### config.mk
export PLATFORM = sky130hd
export DESIGN_NAME = am_envelope_dc_block_core
export DESIGN_NICKNAME = d
export VERILOG_FILES = /design/src/rtl/aed_pkg.sv /design/src/rtl/am_envelope_dc_block_core.sv /design/src/rtl/aed_fifo.sv /design/src/rtl/aed_front.sv /design/src/rtl/aed_back.sv
export SDC_FILE = /design/constraint.sdc
export NUM_CORES = 2
export LEC_CHECK = 0
export ABC_AREA = 0
export BUFFER_PORTS_ARGS = -buffer_cell sky130_fd_sc_hd__buf_2
export CAP_MARGIN = 5
export CELL_PAD_IN_SITES_DETAIL_PLACEMENT = 1
export CELL_PAD_IN_SITES_GLOBAL_PLACEMENT = 1
export CORE_UTILIZATION = 56
export DETAILED_ROUTE_END_ITERATION = 7
export PLACE_DENSITY_LB_ADDON = 0.1
export SLEW_MARGIN = 20
export SYNTH_ARGS = -nofsm -noshare
export SYNTH_HDL_FRONTEND = slang
export SYNTH_HIERARCHICAL = 1
export SYNTH_SLANG_ARGS = --single-unit
### constraint.sdc
create_clock -name clk -period 19.6 [get_ports clk]
set_clock_uncertainty 0.2 [all_clocks]
set_input_delay 3.92 -clock clk [delete_from_list [all_inputs] [get_ports clk]]
set_output_delay 3.92 -clock clk [all_outputs]
set_load 0.02 [all_outputs]
### src/rtl/aed_pkg.sv
`timescale 1ns / 1ps

package aed_pkg;

  localparam int POLE_W = 16;
  localparam int COEF_W = 16;
  localparam int AUDIO_W = 18;
  localparam int FB_W = AUDIO_W + 1;

  localparam logic [COEF_W-1:0] ALPHA_Q16 = 16'd62098;
  localparam logic [COEF_W-1:0] BETA_Q16 = 16'd25722;
  localparam logic [POLE_W-1:0] POLE_RESET = 16'd65208;

  localparam int ROUND_HALF = 32768;
  localparam int AUDIO_MAX = 131071;
  localparam int AUDIO_MIN = -131072;

endpackage

### src/rtl/am_envelope_dc_block_core.sv
`timescale 1ns / 1ps

// AM envelope detector with DC blocker.
// Input queue side: present in_i/in_q with push; a request is taken at a
// clock edge where push is high and full is low. Up to one request per cycle.
// Result queue side: while empty is low, audio holds the oldest result; it
// is removed at an edge where pop is high. One result per request, in order.
// A request taken passes three magnitude stages, the magnitude queue and
// the result queue before it is visible on audio.
// Throughput: one request per cycle while the result queue is drained; the
// DC blocker recursion (one 17x18 multiply, add, saturate) sets that limit.
// When pop is held low the result queue fills, the back end stops, the
// magnitude queue and then the front stages fill, and full rises; nothing
// is dropped. cfg_wr_en/cfg_wr_data write the blocker pole (Q0.16); the
// user writes it only while the block is idle, not enforced by the block.
// Reset (rst, synchronous): queues empty, blocker history cleared, pole set
// to 0.995. The block takes requests in the cycle after reset drops.
module am_envelope_dc_block_core #(
  parameter int SAMPLE_WIDTH = 16
) (
  input  logic                        clk,
  input  logic                        rst,
  input  logic                        cfg_wr_en,
  input  logic [aed_pkg::POLE_W-1:0]  cfg_wr_data,
  input  logic                        push,
  output logic                        full,
  input  logic [SAMPLE_WIDTH-1:0]     in_i,
  input  logic [SAMPLE_WIDTH-1:0]     in_q,
  output logic                        empty,
  input  logic                        pop,
  output logic [aed_pkg::AUDIO_W-1:0] audio
);

  import aed_pkg::*;

  localparam int MW = SAMPLE_WIDTH + 1;
  localparam int Q_DEPTH = 2;

  logic          in_ready;
  logic          f_valid;
  logic          f_ready;
  logic [MW-1:0] f_mag;
  logic          mq_full;
  logic          mq_empty;
  logic [MW-1:0] mq_data;
  logic          b_ready;
  logic          b_valid;
  logic [AUDIO_W-1:0] b_audio;
  logic          rq_full;

  assign full    = !in_ready;
  assign f_ready = !mq_full;

  aed_front #(
    .SAMPLE_WIDTH(SAMPLE_WIDTH)
  ) u_front (
    .clk      (clk),
    .rst      (rst),
    .in_valid (push),
    .in_ready (in_ready),
    .in_i     (in_i),
    .in_q     (in_q),
    .mag_valid(f_valid),
    .mag_ready(f_ready),
    .mag      (f_mag)
  );

  aed_fifo #(
    .WIDTH(MW),
    .DEPTH(Q_DEPTH)
  ) u_mag_q (
    .clk    (clk),
    .rst    (rst),
    .wr_en  (f_valid),
    .wr_data(f_mag),
    .full   (mq_full),
    .rd_en  (b_ready),
    .rd_data(mq_data),
    .empty  (mq_empty)
  );

  aed_back #(
    .SAMPLE_WIDTH(SAMPLE_WIDTH)
  ) u_back (
    .clk        (clk),
    .rst        (rst),
    .cfg_wr_en  (cfg_wr_en),
    .cfg_wr_data(cfg_wr_data),
    .mag_valid  (!mq_empty),
    .mag_ready  (b_ready),
    .mag        (mq_data),
    .res_valid  (b_valid),
    .res_ready  (!rq_full),
    .res_audio  (b_audio)
  );

  aed_fifo #(
    .WIDTH(AUDIO_W),
    .DEPTH(Q_DEPTH)
  ) u_res_q (
    .clk    (clk),
    .rst    (rst),
    .wr_en  (b_valid),
    .wr_data(b_audio),
    .full   (rq_full),
    .rd_en  (pop),
    .rd_data(audio),
    .empty  (empty)
  );

endmodule

### src/rtl/aed_fifo.sv
`timescale 1ns / 1ps

module aed_fifo #(
  parameter int WIDTH = 17,
  parameter int DEPTH = 2
) (
  input  logic             clk,
  input  logic             rst,
  input  logic             wr_en,
  input  logic [WIDTH-1:0] wr_data,
  output logic             full,
  input  logic             rd_en,
  output logic [WIDTH-1:0] rd_data,
  output logic             empty
);

  localparam int PTR_W = (DEPTH > 1) ? $clog2(DEPTH) : 1;
  localparam int CNT_W = $clog2(DEPTH + 1);
  localparam logic [PTR_W-1:0] PTR_LAST = PTR_W'(DEPTH - 1);
  localparam logic [CNT_W-1:0] CNT_FULL = CNT_W'(DEPTH);

  logic [WIDTH-1:0] slots [DEPTH];
  logic [PTR_W-1:0] wr_ptr;
  logic [PTR_W-1:0] rd_ptr;
  logic [CNT_W-1:0] count;
  logic             do_wr;
  logic             do_rd;

  assign full    = (count == CNT_FULL);
  assign empty   = (count == '0);
  assign do_wr   = wr_en && !full;
  assign do_rd   = rd_en && !empty;
  assign rd_data = slots[rd_ptr];

  always_ff @(posedge clk) begin
    if (do_wr) begin
      slots[wr_ptr] <= wr_data;
    end
  end

  always_ff @(posedge clk) begin
    if (rst) begin
      wr_ptr <= '0;
      rd_ptr <= '0;
      count  <= '0;
    end else begin
      if (do_wr) begin
        wr_ptr <= (wr_ptr == PTR_LAST) ? '0 : wr_ptr + 1'b1;
      end
      if (do_rd) begin
        rd_ptr <= (rd_ptr == PTR_LAST) ? '0 : rd_ptr + 1'b1;
      end
      if (do_wr && !do_rd) begin
        count <= count + 1'b1;
      end else if (do_rd && !do_wr) begin
        count <= count - 1'b1;
      end
    end
  end

endmodule

### src/rtl/aed_front.sv
`timescale 1ns / 1ps

module aed_front #(
  parameter int SAMPLE_WIDTH = 16
) (
  input  logic                    clk,
  input  logic                    rst,
  input  logic                    in_valid,
  output logic                    in_ready,
  input  logic [SAMPLE_WIDTH-1:0] in_i,
  input  logic [SAMPLE_WIDTH-1:0] in_q,
  output logic                    mag_valid,
  input  logic                    mag_ready,
  output logic [SAMPLE_WIDTH:0]   mag
);

  import aed_pkg::*;

  localparam int SW = SAMPLE_WIDTH;
  localparam int PROD_W = SW + COEF_W;
  localparam int SUM_W = PROD_W + 1;

  // stage 0: absolute values sorted into larger and smaller
  logic          v0;
  logic [SW-1:0] big;
  logic [SW-1:0] little;
  // stage 1: coefficient products
  logic              v1;
  logic [PROD_W-1:0] prod_a;
  logic [PROD_W-1:0] prod_b;
  // stage 2: rounded magnitude
  logic          v2;

  logic          rdy0;
  logic          rdy1;
  logic          rdy2;
  logic [SW:0]   neg_i;
  logic [SW:0]   neg_q;
  logic [SW-1:0] abs_i;
  logic [SW-1:0] abs_q;
  logic [SUM_W-1:0] sum;

  assign rdy2     = !v2 || mag_ready;
  assign rdy1     = !v1 || rdy2;
  assign rdy0     = !v0 || rdy1;
  assign in_ready = rdy0;

  always_comb begin
    neg_i = -{in_i[SW-1], in_i};
    neg_q = -{in_q[SW-1], in_q};
    abs_i = in_i[SW-1] ? neg_i[SW-1:0] : in_i;
    abs_q = in_q[SW-1] ? neg_q[SW-1:0] : in_q;
    sum   = {1'b0, prod_a} + {1'b0, prod_b} + SUM_W'(ROUND_HALF);
  end

  always_ff @(posedge clk) begin
    if (rst) begin
      v0 <= 1'b0;
      v1 <= 1'b0;
      v2 <= 1'b0;
    end else begin
      if (rdy0) begin
        v0 <= in_valid;
      end
      if (rdy1) begin
        v1 <= v0;
      end
      if (rdy2) begin
        v2 <= v1;
      end
    end
  end

  always_ff @(posedge clk) begin
    if (rdy0 && in_valid) begin
      if (abs_i > abs_q) begin
        big    <= abs_i;
        little <= abs_q;
      end else begin
        big    <= abs_q;
        little <= abs_i;
      end
    end
    if (rdy1 && v0) begin
      prod_a <= PROD_W'(big) * PROD_W'(ALPHA_Q16);
      prod_b <= PROD_W'(little) * PROD_W'(BETA_Q16);
    end
    if (rdy2 && v1) begin
      mag <= sum[SUM_W-1:COEF_W];
    end
  end

  assign mag_valid = v2;

endmodule

### src/rtl/aed_back.sv
`timescale 1ns / 1ps

module aed_back #(
  parameter int SAMPLE_WIDTH = 16
) (
  input  logic                        clk,
  input  logic                        rst,
  input  logic                        cfg_wr_en,
  input  logic [aed_pkg::POLE_W-1:0]  cfg_wr_data,
  input  logic                        mag_valid,
  output logic                        mag_ready,
  input  logic [SAMPLE_WIDTH:0]       mag,
  output logic                        res_valid,
  input  logic                        res_ready,
  output logic [aed_pkg::AUDIO_W-1:0] res_audio
);

  import aed_pkg::*;

  localparam int MW = SAMPLE_WIDTH + 1;
  localparam int YW = ((SAMPLE_WIDTH + 3) > 20) ? (SAMPLE_WIDTH + 3) : 20;
  localparam int PW = POLE_W + 1 + AUDIO_W;
  localparam logic signed [YW-1:0] Y_HI = YW'(AUDIO_MAX);
  localparam logic signed [YW-1:0] Y_LO = YW'(AUDIO_MIN);

  logic [POLE_W-1:0]         dc_pole;
  logic [MW-1:0]             prev_magnitude;
  logic signed [AUDIO_W-1:0] prev_audio;

  logic                      fire;
  logic signed [POLE_W:0]    pole_s;
  logic signed [PW-1:0]      fb_prod;
  logic signed [PW-1:0]      fb_rnd;
  logic signed [FB_W-1:0]    fb;
  logic signed [YW-1:0]      y_wide;
  logic signed [AUDIO_W-1:0] y;

  assign fire      = mag_valid && res_ready;
  assign mag_ready = res_ready;
  assign res_valid = mag_valid;
  assign res_audio = y;

  always_comb begin
    pole_s  = $signed({1'b0, dc_pole});
    fb_prod = PW'(pole_s) * PW'(prev_audio);
    fb_rnd  = fb_prod + PW'(ROUND_HALF);
    fb      = fb_rnd[PW-1:COEF_W];
    y_wide  = $signed({{(YW-MW){1'b0}}, mag})
            - $signed({{(YW-MW){1'b0}}, prev_magnitude})
            + $signed({{(YW-FB_W){fb[FB_W-1]}}, fb});
    priority if (y_wide > Y_HI) begin
      y = Y_HI[AUDIO_W-1:0];
    end else if (y_wide < Y_LO) begin
      y = Y_LO[AUDIO_W-1:0];
    end else begin
      y = y_wide[AUDIO_W-1:0];
    end
  end

  always_ff @(posedge clk) begin
    if (rst) begin
      dc_pole        <= POLE_RESET;
      prev_magnitude <= '0;
      prev_audio     <= '0;
    end else begin
      if (cfg_wr_en) begin
        dc_pole <= cfg_wr_data;
      end
      if (fire) begin
        prev_magnitude <= mag;
        prev_audio     <= y;
      end
    end
  end

endmodule

==> impl_metrics.sql <==
INSERT INTO impl_metrics (metric_group, metric, value, unit) VALUES
('min_path', 'timing.hold.worst.class', 'reg2reg', ''),
('min_path', 'timing.hold.worst.start', 'u_front/mag[14]', ''),
('critical_path', 'r2r.worst_path.cells', '31', ''),
('sta', 'rsz0062_at_grt', 'no', ''),
('grt', 'grt_pass1_vias', '27124', ''),
('layout', 'post_route_cells_drive_above_1_share', '0.0642', ''),
('detailed_routing', 'detail_route.drc_violations', '0', ''),
('die', 'die_height', '245', 'µm'),
('grt', 'grt_max_degree', '66', ''),
('clock_network', 'cts.path.max_buffers', '3', ''),
('layout', 'design.final.nets', '4320', ''),
('critical_path', 'worstPathArrival', '9.72', 'ns'),
('outcome', 'status', 'complete, no violations', ''),
('placement', 'dp.final_hpwl', '73000', 'µm'),
('yosys', 'synthesis.area_per_instance', '9.94', 'µm²'),
('clock_network', 'clock_tree_from_tritoncts', 'built', ''),
('critical_path', 'worst-setup-path-type', 'reg2reg', ''),
('sta', 'finalMaxSlewViolations', '0', ''),
('detailed_routing', 'detail_route.vias_per_cell', '5.66', ''),
('yosys', 'synth.yosys.warnings', '6', ''),
('critical_path', 'critical_path.slowest_cell', 'dfxtp_1', ''),
('clock_network', 'cts_root_buf', 'clkbuf_16', ''),
('die', 'placementRows', '88', ''),
('layout', 'flow.area_growth_from_synthesis', '6.39', '%'),
('clock_network', 'holdBufCountCts', '0', ''),
('clock_network', 'tritoncts_num_sinks', '244', ''),
('min_path', 'timing.hold.worst_path_depth', '0', ''),
('sta', 'setup_viol', '0', ''),
('placement', 'place_congestion', '0.878', ''),
('clock_network', 'post_cts.resized_instances', '0', ''),
('yosys', 'synth-main-ff-cell', 'edfxtp_1', ''),
('detailed_routing', 'drt_iter0_markers', '1017', ''),
('layout', 'post_layout_nonfiller_instances', '4144', ''),
('sta', 'fin_crit_sh', '0.490', ''),
('clock_network', 'cts_inserted_buffers', '30', ''),
('layout', 'stdcell_area', '0.0351', 'mm²'),
('critical_path', 'critical_path_peak_fanout', '17', ''),
('critical_path', 'timing.critical_path.from', 'u_back/prev_audio[6]', ''),
('die', 'i_o_pin_count', '73', ''),
('grt', 'grt_util_all_layers', '0.308', ''),
('clock_network', 'cts_setup_buffers', '0', ''),
('grt', 'overflow', '0', ''),
('detailed_routing', 'first_pass_iters', '7', ''),
('yosys', 'count_of_flip_flops_with_a_built_in_enable_after_synthesis', '180', ''),
('critical_path', 'critical-path-max-stage-delay', '0.85', 'ns'),
('sta', 'period_minus_slack', '9.60', 'ns'),
('critical_path', 'crit_path_end_kind', 'flip-flop', ''),
('sta', 'worst_pin_slew', '0.999', 'ns'),
('grt', 'initial_antenna_violation_count', '1', ''),
('sta', 'hold_violations', '0', ''),
('placement', 'portBuffers', '72', ''),
('placement', 'placement_cell_area', '0.0341', 'mm²'),
('detailed_routing', 'ant_nets', '0', ''),
('die', 'fp.dieArea', '0.0599', 'mm²'),
('critical_path', 'reg2reg_from', 'u_back/prev_audio[6]', ''),
('detailed_routing', 'routed_wl', '89200', 'µm'),
('yosys', 'ys_types', '82', ''),
('layout', 'final_core_util', '0.606', ''),
('clock_network', 'clock_latency', '0.61', 'ns'),
('critical_path', 'worst_path_most_repeated_cell', 'fa_1', ''),
('critical_path', 'setup.worst_path.start_class', 'flip-flop', ''),
('placement', 'placed_cells_incl_taps', '4088', ''),
('yosys', 'synth.ff_latch_count', '244', ''),
('clock_network', 'clock_tree.htree_level_count', '1', ''),
('die', 'fp.coreArea', '0.0579', 'mm²'),
('clock_network', 'cts.clk_slew.worst_paths', '0.07', 'ns'),
('detailed_routing', 'post_drt_wl_per_cell', '21.5', 'µm'),
('sta', 'maxClockFrequency', '104', 'MHz'),
('sta', 'final.setup.tns', '0', 'ns'),
('die', 'dieWidth', '245', 'µm'),
('layout', 'fillCellCount', '6408', ''),
('yosys', 'syn_inst', '3317', ''),
('yosys', 'synth_async_sr_flop_share', '0', ''),
('yosys', 'mappedNetlistArea', '0.0330', 'mm²'),
('sta', 'maxSlewHeadroom', '0.334', ''),
('job', 'max-cap-violations', '0', ''),
('yosys', 'synthesis.nets', '4282', ''),
('yosys', 'synth_sequential_area_ratio', '0.203', ''),
('die', 'floorplan.initialDensity', '0.569', ''),
('layout', 'antenna_cells', '0', ''),
('critical_path', 'required', '19.71', 'ns'),
('grt', 'grt_pass1_wl', '144000', 'µm'),
('detailed_routing', 'detailroute.via_count', '23468', '');
layer usage:
metal  track usage  vias up  part of all wire
li1              -    10749                 -
met1         0.336    12009              0.37
met2         0.598      484              0.55
met3        0.0284      226             0.030
met4         0.136        0             0.047
met5             0        -                 0
through the flow:
| step | worst slack [ns] | hold slack, ns |
|---|---|---|
| 5_1_grt | 9.41 | 0.260 |
| 4_1_cts | 10.07 | 0.250 |
| 6_report | 10.0 | 0.249 |
| 3_3_place_gp | 10.36 | 0.222 |
| 2_1_floorplan | 11.30 | 0.221 |
| 3_5_place_dp | 10.11 | 0.234 |
layout make-up:
cell class,instances,area (µm²),share of cell area
Sequential cell,244,6690,0.191
Clock buffer,36,773,0.0220
Timing Repair Buffer,87,473,0.0135
Inverter,740,2780,0.0792
Tap cell,765,957,0.0273
Clock inverter,20,206,0.00589
Multi-Input combinational cell,2252,23200,0.662
critical path: cells and delay by family, from the launching register on:
family / cells / cell delay, ns
AND/OR/NAND/NOR: 7 / 1.82
AO/OA/AOI/OAI: 11 / 2.51
flip-flops: 1 / 0.85
adder cells (fa/ha/maj): 8 / 3.54
buffers and inverters: 4 / 0.25
XOR/XNOR: 1 / 0.15
Yosys cell counts, types with 61 or more instances:
library cell	instances	share of area
ha_1	476	0.18
clkbuf_1	66	0.0075
o21ai_0	65	0.0099
nand2_1	239	0.027
fa_1	436	0.26
nor2_1	95	0.011
inv_1	739	0.084
edfxtp_1	180	0.16
a21oi_1	137	0.021
dfxtp_1	64	0.039
xor2_1	61	0.016
and2_1	186	0.035
xnor2_1	85	0.023
registers in the layout, indices dropped and copies added (netlist names), 2 cells and up, named ones only:
register / count
u_res_q/slots: 36
u_mag_q/slots: 34
u_front/prod_a: 31
u_front/prod_b: 30
u_back/prev_audio: 18
u_back/prev_magnitude: 17
u_front/mag: 17
u_back/dc_pole: 16
u_front/big: 16
u_front/little: 16
u_mag_q/count: 2
u_res_q/count: 2
cell families after synthesis:
| family | synth area share |
|---|---|
| adders and majority gates | 0.445 |
| buffers and inverters | 0.0946 |
| and+or+nand+nor | 0.106 |
| AOI/OAI and AO/OA | 0.0874 |
| DFF | 0.203 |
| xor gates and xnor gates | 0.0393 |
| muxes | 0.0247 |
path summary, 6_finish.rpt:
| check | endpoint | slack (ns) |
|---|---|---|
| setup / recovery | u_res_q/slots[1][9] | 10.0 |
| hold / removal | u_mag_q/slots[1][14] | 0.25 |
| setup reg to reg | u_res_q/slots[1][9] | 10.0 |
| hold reg to reg | u_mag_q/slots[1][14] | 0.25 |
cells in the final DEF, fill, tap and decap left out, types with 5 or more instances in the layout:
master     count
inv_1        739
ha_1         476
fa_1         436
nand2_1      239
and2_1       186
edfxtp_1     180
a21oi_1      137
nor2_1        95
xnor2_1       85
buf_2         72
o21ai_0       65
dfxtp_1       64
xor2_1        61
a21o_1        54
mux2i_1       42
mux2_2        35
clkbuf_16     30
nor2b_1       29
nand3_1       28
o21a_1        20
nor3_1        20
a211o_1       18
or3_1         17
a211oi_1      16
buf_4         15
o21bai_1      14
a31oi_1       14
nand4_1       14
and3_1        13
nand2b_1      12
a211oi_2      12
o31ai_1       11
o211ai_1      10
clkbuf_1       6
clkinv_2       6
and4_1         6
nand3b_1       5
Power is not shown: default switching activity piles up to over one toggle a cycle in this logic, so the estimate is an artifact.
